### src/hw/rtl/rotation_matrix_orthonormalizer_assert.svh
`ifndef ROTATION_MATRIX_ORTHONORMALIZER_ASSERT_SVH
`define ROTATION_MATRIX_ORTHONORMALIZER_ASSERT_SVH

`ifndef SYNTHESIS
`define RMO_ASSERT_IMPL(name, clk, rst_n, pre, post) \
	name: assert property (@(posedge clk) disable iff (!rst_n) (pre) |-> (post)) \
		else $error("rmo implication check failed");
`define RMO_ASSERT_NEXT(name, clk, rst_n, pre, post) \
	name: assert property (@(posedge clk) disable iff (!rst_n) (pre) |=> (post)) \
		else $error("rmo next-cycle check failed");
`else
`define RMO_ASSERT_IMPL(name, clk, rst_n, pre, post)
`define RMO_ASSERT_NEXT(name, clk, rst_n, pre, post)
`endif

`endif

### src/hw/rtl/rmo_pkg.sv
package rmo_pkg;

	localparam int DIM = 3;
	localparam int R_W = 32;
	localparam int S_W = 64;
	localparam int DEV_W = 63;
	localparam int OP_A_W = 34;
	localparam int LO_W = 30;
	localparam int TERM_W = 68;
	localparam int CNT_W = 4;

	localparam logic [DEV_W-1:0] DEV_MAX = {DEV_W{1'b1}};
	localparam logic signed [S_W-1:0] ONE_Q58 = 64'sd1 <<< 58;

	localparam logic [1:0] REG_FIX = 2'd0;
	localparam logic [1:0] REG_STOP = 2'd1;
	localparam logic [1:0] REG_MAXIT = 2'd2;

	localparam logic [CNT_W-1:0] MAT_ISSUES = 4'd9;
	localparam logic [CNT_W-1:0] MAT_END = 4'd10;
	localparam logic [CNT_W-1:0] DEV_ISSUES = 4'd3;
	localparam logic [CNT_W-1:0] DEV_END = 4'd5;

	typedef enum logic [1:0] {
		OP_GRAM,
		OP_DEV,
		OP_ITER
	} op_t;

	typedef enum logic [2:0] {
		ST_IDLE,
		ST_GRAM,
		ST_DEV,
		ST_ITER,
		ST_COPY,
		ST_DONE
	} state_t;

	typedef struct packed {
		logic signed [OP_A_W-1:0] a;
		logic signed [OP_A_W-1:0] b;
		logic [LO_W-1:0] lo;
	} lane_in_t;

	typedef logic signed [TERM_W-1:0] term_t;

	typedef struct packed {
		logic valid;
		op_t op;
		logic [1:0] i;
		logic [1:0] j;
	} tag_t;

	typedef struct packed {
		logic valid;
		op_t op;
		logic [1:0] i;
		logic [1:0] j;
		logic signed [S_W-1:0] s_val;
		logic [DEV_W-1:0] acc;
		logic signed [R_W-1:0] r_new;
	} wr_t;

endpackage

### src/hw/rtl/rmo_merge.sv
module rmo_merge (
	input logic clk,
	input logic arst_n,
	input rmo_pkg::tag_t tag,
	input rmo_pkg::term_t term0,
	input rmo_pkg::term_t term1,
	input rmo_pkg::term_t term2,
	input logic [rmo_pkg::DEV_W-1:0] acc_in,
	input logic signed [rmo_pkg::R_W-1:0] r_ij,
	output rmo_pkg::wr_t wr
);
	import rmo_pkg::*;

	tag_t tag_s1;
	tag_t tag_s2;
	logic signed [TERM_W+1:0] sum;
	logic signed [TERM_W+2:0] x;
	logic signed [TERM_W+2:0] y;
	logic [TERM_W+2:0] acc_sum;

	always_ff @(posedge clk or negedge arst_n) begin
		if (!arst_n) begin
			tag_s1 <= '0;
			tag_s2 <= '0;
		end else begin
			tag_s1 <= tag;
			tag_s2 <= tag_s1;
		end
	end

	always_comb begin
		sum = (TERM_W+2)'(term0) + (TERM_W+2)'(term1) + (TERM_W+2)'(term2);
		x = (((TERM_W+3)'(r_ij) * 3) <<< 26) - (TERM_W+3)'(sum);
		y = (x + ((TERM_W+3)'(1) <<< 26)) >>> 27;
		acc_sum = (TERM_W+3)'(acc_in) + (TERM_W+3)'($unsigned(sum));
		wr.valid = tag_s2.valid;
		wr.op = tag_s2.op;
		wr.i = tag_s2.i;
		wr.j = tag_s2.j;
		wr.s_val = sum[S_W-1:0];
		if (acc_sum > (TERM_W+3)'(DEV_MAX)) begin
			wr.acc = DEV_MAX;
		end else begin
			wr.acc = acc_sum[DEV_W-1:0];
		end
		if (y > (TERM_W+3)'(32'sh7FFF_FFFF)) begin
			wr.r_new = 32'sh7FFF_FFFF;
		end else if (y < -(TERM_W+3)'(33'sh0_8000_0000)) begin
			wr.r_new = 32'sh8000_0000;
		end else begin
			wr.r_new = y[R_W-1:0];
		end
	end

endmodule
### config.mk
export PLATFORM = sky130hd
export DESIGN_NAME = rmo_merge
export DESIGN_NICKNAME = d
export VERILOG_FILES = /design/src/hw/rtl/rotation_matrix_orthonormalizer_assert.svh /design/src/hw/rtl/rmo_pkg.sv /design/src/hw/rtl/rmo_merge.sv
export SDC_FILE = /design/constraint.sdc
export NUM_CORES = 1
export LEC_CHECK = 0
export BUFFER_PORTS_ARGS = -buffer_cell sky130_fd_sc_hd__buf_4
export CORE_AREA = 3 3 182 184
export CTS_CLUSTER_DIAMETER = 30
export DETAILED_ROUTE_END_ITERATION = 10
export DIE_AREA = 0 0 185 187
export PLACE_DENSITY = 0.76
export SLEW_MARGIN = 20
export SYNTH_ARGS = -nofsm -noshare
export SYNTH_HDL_FRONTEND = slang
export SYNTH_SLANG_ARGS = --single-unit
### constraint.sdc
create_clock -name clk -period 22.1 [get_ports clk]
set_input_delay 4.42 -clock clk [delete_from_list [all_inputs] [get_ports clk]]
set_output_delay 4.42 -clock clk [all_outputs]
set_load 0.1 [all_outputs]
======== After elaboration in Yosys (flattened, before gate mapping) ========
Cells that the tools add are included.
Widths: inputs -> output; s select.
word-level totals
  bits in registers ....................... 14
operators by class
  add/subtract/negate cells ............... 5
  multiply operators ...................... 1
  order comparisons ....................... 3
  multiplexer cells ....................... 3
operator list
  operator                count
  $add 63x70->71          1
  $add 71x28->71 const B  1
  $gt 71x63->1 const B    1
  $sub 61x70->71          1
  $add 69x68->70          1
  $add 68x68->69          1
  $mux 32                 2
  $mux 63                 1
  $gt 44x32->1 const B    1
  $lt 44x32->1 const B    1
  $mul 32x3->35 const B   1

======== Logic depth before layout (Yosys ltp) ========
  word-level depth ........................ 7
  gate-level depth with buffers ........... 38

======== Least setup slack after synthesis ========
OpenSTA, ideal clock, no wires.
  path kind ............................... input -> output
  from .................................... in term0[1]
  to ...................................... out wr[0] (netlist bit)
  arrival time ............................ 14.549 ns
  required time ........................... 17.680 ns
  setup slack ............................. 3.131 ns
  stages .................................. 37
  path through ............................ fa_1 > ha_1 > inv_1 > fa_1 > nand2b_1 > a21o_1 > a21oi_1 > a211oi_2 > a21oi_2 > a221o_1 > a221o_1 > a21o_1 > a21o_1 > a21o_1 > a21o_1 > a21o_1 > a21o_1 > xor2_1 > inv_1 > ha_1 > ha_1 > clkbuf_1 > a21oi_1 > o21ai_0 > a21oi_1 > o21ai_0 > nand2b_1 > a21oi_1 > nor2_1 > o21ai_0 > a21oi_1 > and2_1 > a31o_2 > xor2_1 > nor4_1 > a41oi_2 > o21ai_0
RTL lines
  what                RTL line         source
  start: declaration  rmo_merge.sv:5   input rmo_pkg::term_t term0,
  end: declaration    rmo_merge.sv:10  output rmo_pkg::wr_t wr

==> metrics.txt <==
Hold Path End=wr[160]$_DFF_PN0_; ys async rst share=100.0%; Post-Route M1 WL=between 20000 and 25000 um; Post-synth EDFFs=0; slowest CP cell=xor2_1; die area=about 0.035 mm2; Synth Flop Type=dfrtp_1; pre-CTS setup slack=~4.2 ns; top-count cell post-synth=ha_1; cell mode on critical path=ha_1; First-pass DRT Iterations=7; RSZ-0062 raised after global routing=no; Worst-path clk slew=around 0.050 ns; initial antenna violation count=2; syn avg cell area=about 7.5 um2; number of max-slew violations in the final report=0; final worst slack=4.054 ns; clk buf depth=2; crit share post-route=between 80% and 90%; synthesized flop and latch total=14; type of the worst setup path=input pin to primary output; Global Route Usage Sum=30.91%; GPL Wtd Cong=0.9732; I/O Buffers=around 470; WL met3=just over 4000 um; outcome=complete, no violations; total grt overflow=0; core area=roughly 0.032 mm2; vias=16728; metal2 WL=26320 um; I/O Pins=474; syn nets=2617; top cells by area, synth=ha_1 24%, fa_1 9.6%, a21oi_1 6.8%, xnor2_1 6.3%, a21o_1 5.3%; Synth area leader=ha_1; arrival time worst endpoint=about 14 ns; register area share after synthesis=roughly 2.4%; dpl hpwl=about 50000 um; Final ANT Viol Nets=0; post-synth cell types=92; cts repair resizes=0; synth warn=0; DR top layer=met5; max_cap viols=0; Fill cells=2965; hold depth=0; Rows=65; H-tree Lvls=1; drt wl/cell=around 20 um; Setup Buffers After CTS=0; worst-path fanout max=21; worst r2r src=tag_s1[6]$_DFF_PN0_; Hold Violations, Final=0; top-area cell type share of the netlist area=23.75%; setup slack, reg-to-reg=21.62 ns; fin nets=between 3000 and 4000; drt drc=0; largest net degree at the start of global routing=43; top cells by count, synth=280 x ha_1, 202 x nand2_1, 200 x a21oi_1; Worst Hold Class=flip-flop to flip-flop; worst slew pin tran=between 1 and 1.5 ns; Critical Path Sink Type=primary output; DR iter-0 viols=1211; Initial Util=roughly 47%; Post-Synthesis Cells=approximately 2000; hold buffer count at CTS=0; Crit path largest cell delay=0.70 ns; Inst Count DP=approximately 2800; final wirelength=between 50000 and 60000 um; Critical Path RT=approximately 18 ns; die height=about 190 um; routed vias/inst=between 6 and 7; Post-Syn Area=between 0.01 and 0.015 mm2; Worst setup SP type=input pin; vias in the first global route=16467; first-pass GRT wire length=86830 um; share of layout cells above drive strength 1=roughly 22%; Worst slew margin=between 20 and 30%; setup violators final=0; Max Clock Freq=roughly 55 MHz; CTS tree=done; worst skew pair latency=0.24 ns; clk sink count=14; min Tclk post-route=18.05 ns; hold wc startpoint=tag_s1[1]$_DFF_PN0_; R2R cell count=0; R2R Path End=wr[165]$_DFF_PN0_; final instance count without filler cells=about 2800; root buf cell=clkbuf_16; Clock Skew=~0.00043 ns; setup TNS=0 ns; CTS buffer count=3; Area Growth Syn to Fin=26.34%; Die X=around 190 um
## layout make-up
class                      count  area, um2  area share (%)
tap                          402      503.0           2.699
multi-input combinational   1778      13700           73.50
antenna                        1      2.502         0.01343
inverter                     110      412.9           2.216
sequential                    14      350.3           1.880
clock buffer                   4      88.84          0.4767
timing repair buffer         477       3581           19.22
## stage by stage
stage          util [%]  hold WS (ns)  instance area (um2)
2_1_floorplan         -        0.3312                14750
3_3_place_gp      58.77        0.3315                18540
3_5_place_dp      58.77        0.3358                18540
4_1_cts           59.05        0.3528                18630
5_1_grt           59.06        0.3604                18640
6_report          59.06        0.3529                18640
## worst max-delay path by stage
stage,start,to,slack (ns),depth (start not counted)
6_report,r_ij[2],wr[5],4.05,35
3_3_place_gp,r_ij[2],wr[10],4.21,35
4_1_cts,r_ij[2],wr[10],4.07,35
3_5_place_dp,term0[1],wr[73],4.17,34
2_1_floorplan,term0[1],wr[0],3.13,37
5_1_grt,r_ij[2],wr[8],3.28,35
## cell families after synthesis
group           synth area share (%)
buf+inv                        4.852
simple gates                   19.81
flops                          2.375
mux                           0.3478
compound gates                 28.48
xor+xnor                       10.75
fa+ha+maj                      33.39
## layer usage
metal	global-route usage, %	vias up
li1	-	8031
met3	4.298	125
met5	0	-
met4	10.13	2
met2	52.42	724
met1	40.26	7846
## sequential cells by signal (all words and copies together), names as in the netlist
| register | flops |
|---|---|
| tag_s1 | 7 |
| wr | 7 |
## placed cells by master, fill, tap and decap left out, drive strengths merged, types with 29 or more instances in the layout
cell / n
buf: 477
ha: 280
a21oi: 203
nand2: 202
o21ai: 151
inv: 110
a21o: 109
xnor2: 106
nor2: 102
xor2: 75
fa: 71
nand4: 39
nand3: 37
nor3: 35
o21bai: 31
nand2b: 29
## worst max-delay path: cells and delay by family
family,cells,cell delay (ns)
AOI/OAI and AO/OA,14,3.36
buffers and inverters,4,0.85
adders and majority gates,5,1.65
xor gates and xnor gates,2,0.78
and+or+nand+nor,10,2.52
Power is not shown: default switching activity piles up to over one toggle a cycle in this logic, so the estimate is an artifact.
